File: src/sv/tagged_section_rom_loader_defines.svh
// Assertion macros for the tagged section ROM loader.
// Each one is empty when SYNTHESIS is defined.
`ifndef TAGGED_SECTION_ROM_LOADER_DEFINES_SVH
`define TAGGED_SECTION_ROM_LOADER_DEFINES_SVH

`ifndef SYNTHESIS

// Clocked check, held off while reset is low.
`define TSRL_ASSERT(label, clk, rst_n, prop, msg) \
  label: assert property (@(posedge clk) disable iff (!rst_n) prop) else $error(msg);

// Clocked check that also runs during reset.
`define TSRL_ASSERT_ALWAYS(label, clk, prop, msg) \
  label: assert property (@(posedge clk) prop) else $error(msg);

`else

`define TSRL_ASSERT(label, clk, rst_n, prop, msg)
`define TSRL_ASSERT_ALWAYS(label, clk, prop, msg)

`endif

`endif

File: src/sv/tsrl_pkg.sv
package tsrl_pkg;

  // Default ROM limits in bytes
  localparam int unsigned KEY_BYTES_DEF     = 11;
  localparam int unsigned PROGRAM_BYTES_DEF = 262144;
  localparam int unsigned SAMPLE_BYTES_DEF  = 8388608;

  // Section header layout
  localparam int unsigned HDR_LEN = 11;
  localparam int unsigned TAG_LEN = 3;

  // Fixed field widths
  localparam int unsigned DATA_W      = 8;
  localparam int unsigned ADDR_W      = 23;
  localparam int unsigned PROG_SIZE_W = 19;
  localparam int unsigned SAMP_SIZE_W = 24;
  localparam int unsigned HCNT_W      = 4;

  // Section tags, ASCII
  localparam logic [23:0] TAG_KEY = 24'h4B4559;
  localparam logic [23:0] TAG_Z80 = 24'h5A3830;
  localparam logic [23:0] TAG_SMP = 24'h534D50;

  typedef enum logic [1:0] {
    ROM_KEY     = 2'd0,
    ROM_PROGRAM = 2'd1,
    ROM_SAMPLE  = 2'd2
  } rom_e;

  typedef enum logic [2:0] {
    ST_OK           = 3'd0,
    ST_UNKNOWN_TAG  = 3'd1,
    ST_BEYOND_LIMIT = 3'd2,
    ST_TRUNCATED    = 3'd3,
    ST_NO_PROGRAM   = 3'd4
  } status_e;

  typedef struct packed {
    logic                   write_valid;
    rom_e                   rom_select;
    logic [ADDR_W-1:0]      write_address;
    logic [DATA_W-1:0]      write_data;
    status_e                status;
    logic                   load_done;
    logic                   key_present;
    logic [PROG_SIZE_W-1:0] program_size;
    logic [SAMP_SIZE_W-1:0] sample_size;
  } res_t;

endpackage

File: src/sv/tsrl_in_if.sv
interface tsrl_in_if;
  import tsrl_pkg::*;

  logic              valid;
  logic              ready;
  logic [DATA_W-1:0] data_byte;
  logic              image_last;
  logic              load_first;
  logic              load_last;

  modport source (
    output valid, data_byte, image_last, load_first, load_last,
    input  ready
  );

  modport sink (
    input  valid, data_byte, image_last, load_first, load_last,
    output ready
  );
endinterface

File: src/sv/tsrl_out_if.sv
interface tsrl_out_if;
  import tsrl_pkg::*;

  logic                   valid;
  logic                   ready;
  logic                   write_valid;
  logic [1:0]             rom_select;
  logic [ADDR_W-1:0]      write_address;
  logic [DATA_W-1:0]      write_data;
  logic [2:0]             status;
  logic                   load_done;
  logic                   key_present;
  logic [PROG_SIZE_W-1:0] program_size;
  logic [SAMP_SIZE_W-1:0] sample_size;

  modport source (
    output valid, write_valid, rom_select, write_address, write_data, status,
           load_done, key_present, program_size, sample_size,
    input  ready
  );

  modport sink (
    input  valid, write_valid, rom_select, write_address, write_data, status,
           load_done, key_present, program_size, sample_size,
    output ready
  );
endinterface

File: src/sv/tagged_section_rom_loader.sv
// Tagged section ROM loader.
// byte_i carries program images one byte per transfer, with image_last,
// load_first and load_last marks. Each image is a run of 11-byte section
// headers (3-byte tag, LE offset, LE length) each followed by its payload.
// result_o gives exactly one result per input byte: a ROM write when the
// byte is payload, the sticky status, load_done and the running ROM sizes.
// A result is registered in the output register, or in the skid entry
// while another waits. One byte is taken per cycle while byte_i.ready is
// high; all parsing and size tracking is one registered step, the deepest
// path being the 33-bit offset plus length add and its limit compare.
// Reset clears the parser, sizes and status, and empties the output.
// The output side has a result register plus one skid entry, so a byte is
// still taken while one result waits; byte_i.ready drops only when both
// entries are full, and rises again in the cycle after result_o takes one.
// Bytes after a fault are ignored until load_first; image ends, load_last
// and load_done keep working.
`include "tagged_section_rom_loader_defines.svh"

module tagged_section_rom_loader #(
  parameter int unsigned KEY_BYTES         = tsrl_pkg::KEY_BYTES_DEF,
  parameter int unsigned PROGRAM_ROM_BYTES = tsrl_pkg::PROGRAM_BYTES_DEF,
  parameter int unsigned SAMPLE_ROM_BYTES  = tsrl_pkg::SAMPLE_BYTES_DEF
) (
  input logic          clk_i,
  input logic          rst_ni,
  tsrl_in_if.sink      byte_i,
  tsrl_out_if.source   result_o
);
  import tsrl_pkg::*;

  // Size register widths follow the ROM limits
  localparam int unsigned KSZ_W = $clog2(KEY_BYTES + 1);
  localparam int unsigned PSZ_W = $clog2(PROGRAM_ROM_BYTES + 1);
  localparam int unsigned SSZ_W = $clog2(SAMPLE_ROM_BYTES + 1);
  localparam int unsigned MAX_W = (PSZ_W > KSZ_W) ? PSZ_W : KSZ_W;
  // A live section never runs past its limit, so its length fits here
  localparam int unsigned LEN_W = (SSZ_W > MAX_W) ? SSZ_W : MAX_W;
  localparam int unsigned HDR_W = 8 * (HDR_LEN - TAG_LEN - 1);

  localparam logic [32:0] KeyLimit  = 33'(KEY_BYTES);
  localparam logic [32:0] ProgLimit = 33'(PROGRAM_ROM_BYTES);
  localparam logic [32:0] SampLimit = 33'(SAMPLE_ROM_BYTES);

  // Parser state
  logic [HCNT_W-1:0] hcnt_q, hcnt_d;
  logic              pay_q, pay_d;
  logic [23:0]       tag_q, tag_d;
  logic [HDR_W-1:0]  hdr_q, hdr_d;   // upper header bytes, oldest at bottom
  rom_e              rom_q, rom_d;
  logic [ADDR_W-1:0] addr_q, addr_d;
  logic [LEN_W-1:0]  left_q, left_d;
  // ROM sizes and sticky status
  logic [KSZ_W-1:0]  ksz_q, ksz_d;
  logic [PSZ_W-1:0]  psz_q, psz_d;
  logic [SSZ_W-1:0]  ssz_q, ssz_d;
  status_e           err_q, err_d;

  // Output register and skid entry
  res_t out_q, out_d, skid_q, skid_d, res_new;
  logic out_v_q, out_v_d, skid_v_q, skid_v_d;

  logic        push, pop, img_end;
  logic [63:0] hdr_full;
  logic [31:0] offset, length;
  logic [32:0] sec_end, limit, cur_size;
  logic        tag_ok;
  rom_e        sec_rom;

  assign push    = byte_i.valid & byte_i.ready;
  assign pop     = out_v_q & result_o.ready;
  assign img_end = byte_i.image_last | byte_i.load_last;

  // Header fields as they stand once the current byte is shifted in
  assign hdr_full = {byte_i.data_byte, hdr_q};
  assign offset   = hdr_full[31:0];
  assign length   = hdr_full[63:32];
  assign sec_end  = {1'b0, offset} + {1'b0, length};

  always_comb begin
    tag_ok   = 1'b1;
    sec_rom  = ROM_KEY;
    limit    = KeyLimit;
    cur_size = 33'(ksz_q);
    case (tag_q)
      TAG_KEY: begin
        sec_rom  = ROM_KEY;
        limit    = KeyLimit;
        cur_size = 33'(ksz_q);
      end
      TAG_Z80: begin
        sec_rom  = ROM_PROGRAM;
        limit    = ProgLimit;
        cur_size = 33'(psz_q);
      end
      TAG_SMP: begin
        sec_rom  = ROM_SAMPLE;
        limit    = SampLimit;
        cur_size = 33'(ssz_q);
      end
      default: tag_ok = 1'b0;
    endcase
  end

  // One byte step
  always_comb begin
    hcnt_d = hcnt_q;
    pay_d  = pay_q;
    tag_d  = tag_q;
    hdr_d  = hdr_q;
    rom_d  = rom_q;
    addr_d = addr_q;
    left_d = left_q;
    ksz_d  = ksz_q;
    psz_d  = psz_q;
    ssz_d  = ssz_q;
    err_d  = err_q;

    res_new               = '0;
    res_new.rom_select    = ROM_KEY;

    // load_first starts from the reset state; tag, header and section
    // registers are always rewritten before they are used again
    if (byte_i.load_first) begin
      hcnt_d = '0;
      pay_d  = 1'b0;
      ksz_d  = '0;
      psz_d  = '0;
      ssz_d  = '0;
      err_d  = ST_OK;
    end

    if (err_d == ST_OK) begin
      if (pay_d) begin
        res_new.write_valid   = 1'b1;
        res_new.rom_select    = rom_q;
        res_new.write_address = addr_q;
        res_new.write_data    = byte_i.data_byte;
        addr_d = addr_q + 1'b1;
        left_d = left_q - 1'b1;
        if (left_q == LEN_W'(1)) begin
          pay_d  = 1'b0;
          hcnt_d = '0;
        end
      end else begin
        if (hcnt_d < HCNT_W'(TAG_LEN)) begin
          tag_d = {tag_q[15:0], byte_i.data_byte};
        end else begin
          hdr_d = hdr_full[63:8];
        end
        hcnt_d = hcnt_d + 1'b1;
        // last header byte: check and open the section
        if (hcnt_d >= HCNT_W'(HDR_LEN)) begin
          hcnt_d = '0;
          if (!tag_ok) begin
            err_d = ST_UNKNOWN_TAG;
          end else if (sec_end > limit) begin
            err_d = ST_BEYOND_LIMIT;
          end else begin
            if (sec_end > cur_size) begin
              case (sec_rom)
                ROM_KEY:     ksz_d = KSZ_W'(sec_end);
                ROM_PROGRAM: psz_d = PSZ_W'(sec_end);
                ROM_SAMPLE:  ssz_d = SSZ_W'(sec_end);
                default:     ksz_d = KSZ_W'(sec_end);
              endcase
            end
            if (length != '0) begin
              pay_d  = 1'b1;
              rom_d  = sec_rom;
              addr_d = offset[ADDR_W-1:0];
              left_d = length[LEN_W-1:0];
            end
          end
        end
      end
    end

    if (img_end) begin
      if (err_d == ST_OK && pay_d) begin
        err_d = ST_TRUNCATED;
      end
      hcnt_d = '0;
      pay_d  = 1'b0;
    end

    if (byte_i.load_last && err_d == ST_OK && psz_d == '0) begin
      err_d = ST_NO_PROGRAM;
    end

    res_new.status       = err_d;
    res_new.load_done    = byte_i.load_last;
    res_new.key_present  = (ksz_d == KSZ_W'(KEY_BYTES));
    res_new.program_size = PROG_SIZE_W'(psz_d);
    res_new.sample_size  = SAMP_SIZE_W'(ssz_d);
  end

  // Output register plus skid entry
  always_comb begin
    out_d    = out_q;
    out_v_d  = out_v_q;
    skid_d   = skid_q;
    skid_v_d = skid_v_q;
    if (!out_v_q || pop) begin
      if (skid_v_q) begin
        out_d    = skid_q;
        out_v_d  = 1'b1;
        skid_d   = res_new;
        skid_v_d = push;
      end else begin
        out_d    = res_new;
        out_v_d  = push;
        skid_v_d = 1'b0;
      end
    end else if (push) begin
      skid_d   = res_new;
      skid_v_d = 1'b1;
    end
  end

  always_ff @(posedge clk_i or negedge rst_ni) begin
    if (!rst_ni) begin
      hcnt_q   <= '0;
      pay_q    <= 1'b0;
      ksz_q    <= '0;
      psz_q    <= '0;
      ssz_q    <= '0;
      err_q    <= ST_OK;
      out_v_q  <= 1'b0;
      skid_v_q <= 1'b0;
    end else begin
      if (push) begin
        hcnt_q <= hcnt_d;
        pay_q  <= pay_d;
        ksz_q  <= ksz_d;
        psz_q  <= psz_d;
        ssz_q  <= ssz_d;
        err_q  <= err_d;
      end
      out_v_q  <= out_v_d;
      skid_v_q <= skid_v_d;
    end
  end

  always_ff @(posedge clk_i) begin
    if (push) begin
      tag_q  <= tag_d;
      hdr_q  <= hdr_d;
      rom_q  <= rom_d;
      addr_q <= addr_d;
      left_q <= left_d;
    end
    out_q  <= out_d;
    skid_q <= skid_d;
  end

  assign byte_i.ready = ~skid_v_q;

  assign result_o.valid         = out_v_q;
  assign result_o.write_valid   = out_q.write_valid;
  assign result_o.rom_select    = out_q.rom_select;
  assign result_o.write_address = out_q.write_address;
  assign result_o.write_data    = out_q.write_data;
  assign result_o.status        = out_q.status;
  assign result_o.load_done     = out_q.load_done;
  assign result_o.key_present   = out_q.key_present;
  assign result_o.program_size  = out_q.program_size;
  assign result_o.sample_size   = out_q.sample_size;

  // Skid entry only fills behind a held result
  `TSRL_ASSERT(a_skid_behind_out, clk_i, rst_ni, skid_v_q |-> out_v_q, "skid valid without output")
  // An open section always has bytes left
  `TSRL_ASSERT(a_pay_has_bytes, clk_i, rst_ni, pay_q |-> (left_q != '0), "payload with zero bytes left")
  // A fault holds until the next load starts
  `TSRL_ASSERT(a_err_sticky, clk_i, rst_ni, (err_q != ST_OK && !(push && byte_i.load_first)) |=> (err_q == $past(err_q)), "sticky status changed")
  // No parser or output activity survives a reset cycle
  `TSRL_ASSERT_ALWAYS(a_reset_clear, clk_i, !rst_ni |=> (!out_v_q && !skid_v_q && !pay_q), "state not cleared in reset")

endmodule
File: src/flat_wrapper.sv
// flat-port wrapper written by rule: the top's interface ports become plain ports
module tagged_section_rom_loader_flat import tsrl_pkg::*;
#(
  parameter int unsigned KEY_BYTES         = tsrl_pkg::KEY_BYTES_DEF,
  parameter int unsigned PROGRAM_ROM_BYTES = tsrl_pkg::PROGRAM_BYTES_DEF,
  parameter int unsigned SAMPLE_ROM_BYTES  = tsrl_pkg::SAMPLE_BYTES_DEF
)
  (clk_i, rst_ni, byte_i_valid, byte_i_data_byte, byte_i_image_last, byte_i_load_first, byte_i_load_last, byte_i_ready, result_o_valid, result_o_write_valid, result_o_rom_select, result_o_write_address, result_o_write_data, result_o_status, result_o_load_done, result_o_key_present, result_o_program_size, result_o_sample_size, result_o_ready);
  tsrl_in_if byte_i_i ();
  tsrl_out_if result_o_i ();
  input logic clk_i;
  input logic rst_ni;
  input wire logic [$bits(byte_i_i.valid)-1:0] byte_i_valid;
  input wire logic [$bits(byte_i_i.data_byte)-1:0] byte_i_data_byte;
  input wire logic [$bits(byte_i_i.image_last)-1:0] byte_i_image_last;
  input wire logic [$bits(byte_i_i.load_first)-1:0] byte_i_load_first;
  input wire logic [$bits(byte_i_i.load_last)-1:0] byte_i_load_last;
  output wire logic [$bits(byte_i_i.ready)-1:0] byte_i_ready;
  output wire logic [$bits(result_o_i.valid)-1:0] result_o_valid;
  output wire logic [$bits(result_o_i.write_valid)-1:0] result_o_write_valid;
  output wire logic [$bits(result_o_i.rom_select)-1:0] result_o_rom_select;
  output wire logic [$bits(result_o_i.write_address)-1:0] result_o_write_address;
  output wire logic [$bits(result_o_i.write_data)-1:0] result_o_write_data;
  output wire logic [$bits(result_o_i.status)-1:0] result_o_status;
  output wire logic [$bits(result_o_i.load_done)-1:0] result_o_load_done;
  output wire logic [$bits(result_o_i.key_present)-1:0] result_o_key_present;
  output wire logic [$bits(result_o_i.program_size)-1:0] result_o_program_size;
  output wire logic [$bits(result_o_i.sample_size)-1:0] result_o_sample_size;
  input wire logic [$bits(result_o_i.ready)-1:0] result_o_ready;
  assign byte_i_i.valid = byte_i_valid;
  assign byte_i_i.data_byte = byte_i_data_byte;
  assign byte_i_i.image_last = byte_i_image_last;
  assign byte_i_i.load_first = byte_i_load_first;
  assign byte_i_i.load_last = byte_i_load_last;
  assign byte_i_ready = byte_i_i.ready;
  assign result_o_valid = result_o_i.valid;
  assign result_o_write_valid = result_o_i.write_valid;
  assign result_o_rom_select = result_o_i.rom_select;
  assign result_o_write_address = result_o_i.write_address;
  assign result_o_write_data = result_o_i.write_data;
  assign result_o_status = result_o_i.status;
  assign result_o_load_done = result_o_i.load_done;
  assign result_o_key_present = result_o_i.key_present;
  assign result_o_program_size = result_o_i.program_size;
  assign result_o_sample_size = result_o_i.sample_size;
  assign result_o_i.ready = result_o_ready;
  tagged_section_rom_loader #(.KEY_BYTES(KEY_BYTES), .PROGRAM_ROM_BYTES(PROGRAM_ROM_BYTES), .SAMPLE_ROM_BYTES(SAMPLE_ROM_BYTES)) u_core (.clk_i(clk_i), .rst_ni(rst_ni), .byte_i(byte_i_i), .result_o(result_o_i));
endmodule
File: config.mk
export PLATFORM = sky130hd
export DESIGN_NAME = tagged_section_rom_loader_flat
export DESIGN_NICKNAME = d
export VERILOG_FILES = /design/src/sv/tsrl_pkg.sv /design/src/sv/tsrl_in_if.sv /design/src/sv/tsrl_out_if.sv /design/src/sv/tagged_section_rom_loader.sv /design/src/flat_wrapper.sv
export VERILOG_INCLUDE_DIRS = /design/src /design/src/sv
export SDC_FILE = /design/constraint.sdc
export NUM_CORES = 1
export LEC_CHECK = 0
export BUFFER_PORTS_ARGS = -buffer_cell sky130_fd_sc_hd__buf_2
export CORE_UTILIZATION = 38
export CTS_CLUSTER_DIAMETER = 60
export DETAILED_ROUTE_END_ITERATION = 8
export MAX_ROUTING_LAYER = met4
export PLACE_DENSITY = 0.63
export SYNTH_ARGS = -nofsm -noshare
export SYNTH_HDL_FRONTEND = slang
export SYNTH_SLANG_ARGS = --single-unit
File: constraint.sdc
create_clock -name clk_i -period 12.8 [get_ports clk_i]
set_input_delay 3.84 -clock clk_i [delete_from_list [all_inputs] [get_ports clk_i]]
set_output_delay 3.84 -clock clk_i [all_outputs]
set_load 0.01 [all_outputs]
Word-level counts from Yosys, hierarchy flattened
Cells that the tools add are included.
{"block": "totals", "word_cells": 148, "output_inout_bits": 84, "register_bits": 350, "inputBits": 15}
{"block": "classes", "n_reduce_logical": 21, "bitwise": 7, "eq_ne": 9, "magnitude_cmp": 4, "n_addsub": 4, "mux": 72}
{"cell": "$mux 82", "n": 4}
{"cell": "$mux 24", "n": 13}
{"cell": "$mux 19", "n": 8}
{"cell": "$mux 23", "n": 5}
{"cell": "$pmux 24 s2", "n": 2}
{"cell": "$eq 24x23->1 const B", "n": 3}
{"cell": "$mux 34", "n": 2}
{"cell": "$gt 33x24->1", "n": 2}
{"cell": "$mux 4", "n": 14}
{"cell": "$add 32x32->33", "n": 1}
{"cell": "$reduce_bool 32->1", "n": 1}
{"cell": "$mux 3", "n": 9}
{"cell": "$eq 24x1->1 const B", "n": 1}
{"cell": "$sub 24x1->24 const B", "n": 1}
{"cell": "$add 23x1->23 const B", "n": 1}
{"cell": "$logic_not 19->1", "n": 1}
{"cell": "$mux 1", "n": 14}
{"cell": "$logic_not 3->1", "n": 3}
{"cell": "$reduce_and 4->1", "n": 2}
{"cell": "$reduce_bool 2->1", "n": 4}
{"cell": "$reduce_and 7->1", "n": 1}
{"cell": "$reduce_and 6->1", "n": 1}
{"cell": "$add 4x1->4 const B", "n": 1}
{"cell": "$eq 4x4->1 const B", "n": 1}
{"cell": "15 further kinds", "n": 22}

Depth between registers and ports, before layout
Gate-level depths: netlist of run 1.
{"block": "logic_depth", "word_depth": 18, "depth_mapped": 22, "ltp_nobuf": 21}

Worst setup path after synthesis of run 1
Ideal clock, no wire load.
{"block": "synth_path", "kind": "input port to flip-flop", "start": "in result_o_ready", "end": "reg u_core.skid_q[0] (netlist name), enable pin", "arrival_ns": 11.783, "required_ns": 12.165, "stages": 2, "path_slack_ns": 0.382, "setup_ns": 0.635, "cell_sequence": "nand2b_1 o21ai_0"}
{"block": "synth_between", "elab_chain_len": 4, "word_cells_on_any_way": 5, "cone_classes": "eq/ne (1); bitwise (1); reduce/logical (3)"}
{"item": "from (decl)", "line_no": "flat_wrapper.sv:29", "source": "input wire logic [$bits(result_o_i.ready)-1:0] result_o_ready;"}
{"item": "$and 1x1->1 *", "line_no": "tagged_section_rom_loader.sv:70", "source": "assign pop = out_v_q & result_o.ready;"}
{"item": "$logic_or 1x1->1 *", "line_no": "tagged_section_rom_loader.sv:203", "source": "if (!out_v_q || pop) begin"}
{"item": "$ne 2x1->1 (no line) or $reduce_bool 2->1 (tied branches)"}
{"item": "$reduce_and 2->1 (no line) *"}
{"item": "to (signal assigned)", "line_no": "tagged_section_rom_loader.sv:253", "source": "skid_q <= skid_d;"}
{"item": "to (decl)", "line_no": "tagged_section_rom_loader.sv:59", "source": "res_t out_q, out_d, skid_q, skid_d, res_new;"}
Every way passes the cells marked *; elsewhere a longest branch is shown, timed or not.
A chain may end at the register's enable or synchronous reset.

Final worst setup path of run 1
{"block": "layout_path", "start": "in byte_i_load_first", "end": "reg u_core.ssz_q[14]"}
{"block": "layout_between", "elab_chain_len": 8, "word_cells_on_any_way": 14, "cone_classes": "add/sub (1); order compare (1); mux (11); reduce/logical (1)"}
{"item": "from (decl)", "line_no": "flat_wrapper.sv:16", "source": "input wire logic [$bits(byte_i_i.load_first)-1:0] byte_i_load_first;"}
{"item": "branches (longest 7 deep; another with $add 4x1->4)"}
{"item": "$mux 24 *", "line_no": "tagged_section_rom_loader.sv:132", "source": "if (err_d == ST_OK) begin"}
{"item": "to (signal assigned)", "line_no": "tagged_section_rom_loader.sv:236", "source": "ssz_q <= ssz_d;"}
{"item": "to (decl)", "line_no": "tagged_section_rom_loader.sv:55", "source": "logic [SSZ_W-1:0] ssz_q, ssz_d;"}
Mark *: on every way between the ends.

==> impl_metrics.yaml, run 1 <==
detailed_routing:
  routed_wirelength_um: 44600
  vias_per_cell: 5.56
  drc: 1
  vias: 12100
  ant_nets: 0
  drt_iter0_markers: 1130
  avgRoutedWirePerCell_um: 20.5
  firstDrtPassIters: 7
placement:
  dp_hpwl_um: 31200
  placed_cells: 2108
  port_buffers: 98
  placed_area_um2: 19000
  gp_congestion: 0.892
setup_path:
  cp_max_fo: 87
  critical_path_required_ns: 13.21
  crit_path_cell_trace: "buf_2 -> inv_2 -> nand2_2 -> buf_4 -> o21ai_1 -> or3_1 -> a2111oi_2 -> nand4_4 -> a21o_1 -> a22o_1"
  max_stage_delay_ns: 0.78
  cp_slowest_cell: "a2111oi_2"
  crit_path_start_kind: "primary input"
  cp-end-kind: "flop"
  critPathKind: "in2reg"
  worstPathArrival_ns: 9.10
timing:
  setup_viol: 0
  rsz0062_at_grt: "no"
  fin_skew_ns: 0.0212
  fmax_mhz: 115
  slew_violations: 0
  setup_tns_ns: 0
  layout_min_cycle_time_ns: 8.69
  tightest_slew_ns: 1.05
  final-hold-violation-count: 0
  max_slew_margin: 0.298
  period_share: 0.679
clock_tree:
  hold_buffers: 0
  ctsResizeCount: 0
  cts.sinks: 350
  max-clock-path-buffers: 3
  clock-root-buffer: "clkbuf_16"
  cts_max_level: 2
  cts_tree: "yes"
  numCtsBuffers: 36
  post_cts_buffers: 0
  path_clk_slew_ns: 0.06
  clk_latency_ns: 0.54
synthesis:
  synth_flop_cell: "edfxtp_1"
  synth_cell_types: 83
  synthTopCellsByArea: "edfxtp_1, dfrtp_1, mux2_2, ha_1, nand2_1"
  yosysWarnings: 0
  yosysMostFrequentCell: "edfxtp_1"
  netlist_area_um2: 17900
  synth_edf_count: 293
  netlist_instances: 1453
  yosysTopAreaCell: "edfxtp_1"
  ys_ff_latch: 350
  ys_top_cells_by_count: "edfxtp_1, nand2_1, mux2_2"
  ys_seq_area_frac: 0.572
  syn_area_per_cell_um2: 12.3
  async_reset_ff_frac: 0.163
  synth_nets: 1538
  synth_top_area_frac: 0.492
cells_and_area:
  fin_cells: 2172
  fin_area_um2: 20200
  n_fill_cell: 4275
  areaGrowthSynthToFinish_pct: 12.9
  insertedDiodeCount: 0
  drive_above_1_share: 0.205
  nNetsFinal: 1624
  area.sequential_um2: 10200
  multiInputGateArea_um2: 7290
floorplanning:
  start_util: 0.385
  die_y_um: 219
  num_rows: 79
  dieArea_um2: 47900
  die_w_um: 219
  coreArea_um2: 46500
  io_pins: 99
global_route:
  grtUsageTotal: 0.191
  grt_pass1_wl_um: 69100
  grt_pass1_vias: 11800
  antenna_found_initial: 1
  overflow: 0
  grt_start_max_net_pins: 88
power_and_ir_drop:
  powerDensity_nw_per_um2: 123
  ir_drop_mv: 0.0917
  leakagePower_nw: 7.86
outcome:
  outcome: "finished, violations left"
  violations: "DRC"
min_path:
  min-delay-path-class: "reg2reg"
flow_run:
  maxCapViolCount: 0
## worst max-delay path: cells and delay by family
family          cells  cell delay (ns)
compound gates      4             2.17
simple gates        3             1.34
buf+inv             3             1.68
## cell families after synthesis
group | Yosys count | share of synthesized area
AO/OA/AOI/OAI | 292 | 0.110
XOR/XNOR | 57 | 0.0279
adder cells (fa/ha/maj) | 70 | 0.0494
buffers and inverters | 101 | 0.0224
flip-flops | 350 | 0.572
multiplexers | 145 | 0.0919
AND/OR/NAND/NOR | 438 | 0.126
## layout make-up
class	count	area share
multi-input cells	1002	0.361
clock inverters	15	0.00608
inverters	32	0.00602
well taps	607	0.0376
flip-flops and latches	350	0.507
clock buffers	49	0.0510
repair buffers	117	0.0314
## state kept, by name (all words and copies together), names as in the netlist, 2 cells and up
name and count:
u_core.left_q 24, u_core.result_o.write_data 8, u_core.tag_q 24, u_core.err_q 3, u_core.hcnt_q 4, u_core.result_o.rom_select 2
u_core.result_o.sample_size 24, u_core.rom_q 2, u_core.ssz_q 24, u_core.ksz_q 4, u_core.result_o.write_address 23, u_core.hdr_q 56
u_core.skid_q 82, u_core.result_o.program_size 19, u_core.result_o.status 3, u_core.psz_q 19, u_core.addr_q 23
## layout by cell type, fill, tap and decap left out, drive strengths merged, types with 34 or more instances in the layout
| master | count |
|---|---|
| dfrtp | 57 |
| nor2b | 34 |
| ha | 69 |
| buf | 117 |
| a21oi | 54 |
| edfxtp | 293 |
| nand2 | 145 |
| nor2 | 69 |
| o21ai | 92 |
| clkbuf | 49 |
| and2 | 36 |
| mux2 | 122 |
## through the flow
step           hold slack (ns)  setup slack, ns  utilization  total power, mW
3_5_place_dp             0.439             3.63        0.410             1.48
6_report                 0.461             4.11        0.434             2.49
2_1_floorplan            0.427            0.382            -             1.42
5_1_grt                  0.465             3.78        0.434             2.57
3_3_place_gp             0.434             3.79        0.410             1.48
4_1_cts                  0.455             4.17        0.434             2.51
## final timing paths
check / endpoint / cells after the start / slack (ns) / from
setup / recovery: u_core.ssz_q[14] / 10 / 4.11 / byte_i_load_first
hold / removal: u_core.tag_q[12] / 0 / 0.46 / u_core.tag_q[4]
setup reg to reg: u_core.ssz_q[14] / 16 / 5.52 / u_core.tag_q[1]
hold reg to reg: u_core.tag_q[12] / 0 / 0.46 / u_core.tag_q[4]
max in group asynchronous: u_core.psz_q[3] / 2 / 8.78 / rst_ni
min in group asynchronous: u_core.psz_q[5] / 2 / 3.49 / rst_ni
## power by group
part | switching, mW | internal [mW] | total (mW) | leakage (nW)
logic | 0.0943 | 0.0510 | 0.145 | 3.71
registers | 0.0189 | 1.29 | 1.31 | 3.58
clock network | 0.443 | 0.588 | 1.03 | 0.574
total | 0.556 | 1.93 | 2.49 | 7.86
## routing by layer
layer  wire (um)  track usage
met4        1020       0.0560
met2       20200        0.285
met3        2740       0.0298
met1       20700        0.268
met5           0            -
No activity file was read; power rests on OpenSTA's default activity.
==> run 2, diff against run 1 <==
Settings changed: ABC_AREA set to 1, PLACE_DENSITY 0.63 to 0.65.
Clock period 12.8 ns to 7.14 ns, I/O delays scaled along.
==> run 2 against run 1 <==
  * Highest routed layer unchanged
  * Non-clock buffer count is 2 lower
  * Sequential share of layout area is 3.0 points lower
  * Power is 93% higher
  * First-iteration DRC count is 6.6% higher
  * Sequential power is 80% higher
  * Via count is 24% higher
  * The run now ends clean
  * Flip-flop and latch count stayed put
  * Core utilization is 0.38 points higher
  * Synthesized cell count is 51% higher
  * Critical path depth is 25 higher
  * Combinational power is 130% higher
  * Die area is 5.6% higher
==> impl_metrics.yaml, run 2 <==
outcome:
  outcome: "complete, no violations"
cells_and_area:
  n_fill_cell: 4784
  nNetsFinal: 2380
  fin_cells: 2988
  drive_above_1_share: 0.102
  areaGrowthSynthToFinish_pct: 13.6
  largest_register: "u_core.skid_q"
  largest_reg_flops: 82
  area.sequential_um2: 10200
  reg_top3: "u_core.skid_q x82, u_core.hdr_q x56"
  most-common-layout-cells: "nand2_1, edfxtp_1, inv_1"
  multiInputGateArea_um2: 7300
  layout_commonest_cell: "nand2_1"
  insertedDiodeCount: 0
synthesis:
  synth_flop_cell: "edfxtp_1"
  ys_seq_area_frac: 0.542
  async_reset_ff_frac: 0.163
  synth_nets: 2285
  yosysMostFrequentCell: "nand2_1"
  ys_ff_latch: 350
  syn_area_per_cell_um2: 8.58
  yosysWarnings: 0
  synth_top_area_frac: 0.466
  synth_edf_count: 293
  yosysTopAreaCell: "edfxtp_1"
  ys_top_cells_by_count: "nand2_1, inv_1, edfxtp_1"
  netlist_instances: 2200
  synthTopCellsByArea: "edfxtp_1, nand2_1, dfrtp_1, inv_1, ha_1"
  netlist_area_um2: 18900
  synth_cell_types: 53
setup_path:
  cp-end-kind: "flop"
  startpoint: "u_core.tag_q[5]"
  ff2ff_setup_slack_ns: 0.95
  endpoint: "u_core.result_o.status[2]"
  worstReg2RegEnd: "u_core.result_o.status[2]"
  ff2ff_path_depth: 35
  rr_startpoint: "u_core.tag_q[5]"
  critical_path_required_ns: 7.57
  cp_max_fo: 20
  cp_slowest_cell: "edfxtp_1"
  max_stage_delay_ns: 0.41
  critPathKind: "reg2reg"
  worstPathArrival_ns: 6.62
  crit_path_start_kind: "flop"
  path_common_cell: "nand2_1"
detailed_routing:
  drt_iter0_markers: 1205
  routed_wirelength_um: 50900
  drc: 0
  wl_met2_um: 22900
  wl_met1_um: 23300
  vias: 15000
  ant_nets: 0
  firstDrtPassIters: 5
  top_layer: "met4"
  dr_wl_met3_um: 3460
  avgRoutedWirePerCell_um: 17.0
  vias_per_cell: 5.03
global_route:
  overflow: 0
  antenna_found_initial: 0
  grt_pass1_wl_um: 79900
  grt_pass1_vias: 14200
  grt_start_max_net_pins: 82
  grtUsageTotal: 0.210
clock_tree:
  clock-root-buffer: "clkbuf_16"
  ctsResizeCount: 0
  clk_latency_ns: 0.57
  cts.sinks: 350
  numCtsBuffers: 40
  post_cts_buffers: 0
  cts_max_level: 2
  cts_tree: "yes"
  hold_buffers: 0
  max-clock-path-buffers: 3
  path_clk_slew_ns: 0.06
floorplanning:
  die_w_um: 225
  start_util: 0.386
  num_rows: 81
  io_pins: 99
  die_y_um: 225
  dieArea_um2: 50600
  coreArea_um2: 49000
timing:
  max_slew_margin: 0.270
  layout_min_cycle_time_ns: 6.19
  tightest_slew_ns: 1.09
  period_share: 0.867
  slew_violations: 0
  rsz0062_at_grt: "no"
  final-hold-violation-count: 0
  setup_tns_ns: 0
  fin_skew_ns: 0.0192
  setup_viol: 0
  fmax_mhz: 162
placement:
  port_buffers: 98
  dp_hpwl_um: 38000
  gp_congestion: 0.965
  placed_cells: 2917
power_and_ir_drop:
  leakagePower_nw: 9.39
  ir_drop_mv: 0.154
  powerDensity_nw_per_um2: 224
min_path:
  min_from: "u_core.hdr_q[23]"
  min-delay-path-class: "reg2reg"
flow_run:
  maxCapViolCount: 0
-- run 2: cell types whose count changed after synthesis, sizes merged, moves of 17 or more --
cell / previous run / this run
o21ai: 92 / 143
a31oi: 8 / 25
mux2i: 23 / 0
mux2: 122 / 0
inv: 32 / 300
nor2: 69 / 227
xnor2: 25 / 8
nand3: 24 / 108
nand2: 145 / 725
nor2b: 34 / 0
a22oi: 21 / 0
a22o: 26 / 1
and2: 36 / 4
-- run 2: report_power, final --
group	switching [mW]	internal [mW]	leakage (nW)
Clock	0.852	1.26	0.644
Combinational	0.242	0.0921	5.12
Sequential	0.0346	2.32	3.62
Total	1.13	3.68	9.39
-- run 2: kinds of logic after synthesis --
family	count (synthesis)	synth area share
xor gates and xnor gates	34	0.0162
adders and majority gates	70	0.0468
buffers and inverters	364	0.0741
DFF	350	0.542
AOI/OAI and AO/OA	237	0.0689
and+or+nand+nor	1145	0.252
-- run 2: worst min path at each step --
stage | end | slack [ns] | cells past startpoint
after global routing | u_core.hdr_q[15] | 0.46 | 0
after global placement | u_core.hdr_q[15] | 0.45 | 0
after CTS | u_core.hdr_q[15] | 0.47 | 0
after detailed placement | u_core.hdr_q[15] | 0.46 | 0
after floorplan | u_core.hdr_q[16] | 0.43 | 0
final | u_core.hdr_q[15] | 0.46 | 0
-- run 2: stage by stage --
step | cell area (um^2) | hold slack (ns) | total power [mW] | worst slack [ns] | utilization
after detailed placement | 20100 | 0.460 | 2.74 | 1.04 | 0.411
final | 21400 | 0.462 | 4.81 | 0.953 | 0.438
after global placement | 20100 | 0.449 | 2.73 | 1.20 | 0.411
after floorplan | 18900 | 0.431 | 2.60 | 0.840 | -
after CTS | 21400 | 0.466 | 4.85 | 1.02 | 0.438
after global routing | 21400 | 0.465 | 4.97 | 0.510 | 0.438
-- run 2: cell type report --
cell class / instances / share of cell area
Clock inverter: 23 / 0.0141
Tap cell: 664 / 0.0387
Sequential cell: 350 / 0.477
Clock buffer: 48 / 0.0481
Multi-Input combinational cell: 1486 / 0.341
Timing Repair Buffer: 115 / 0.0288
Inverter: 302 / 0.0529
-- run 2: routing by layer --
metal  up-vias  GRT usage
li1       7396          -
met1      7098      0.293
met2       456      0.317
met3        71     0.0316
met4         0     0.0628
met5         -          -
-- run 2: critical path: cells and delay by family, from the launching register on --
family,cells,cell delay (ns)
AO/OA/AOI/OAI,2,0.55
adder cells (fa/ha/maj),2,0.69
buffers and inverters,4,0.68
flip-flops,1,0.41
AND/OR/NAND/NOR,27,3.69
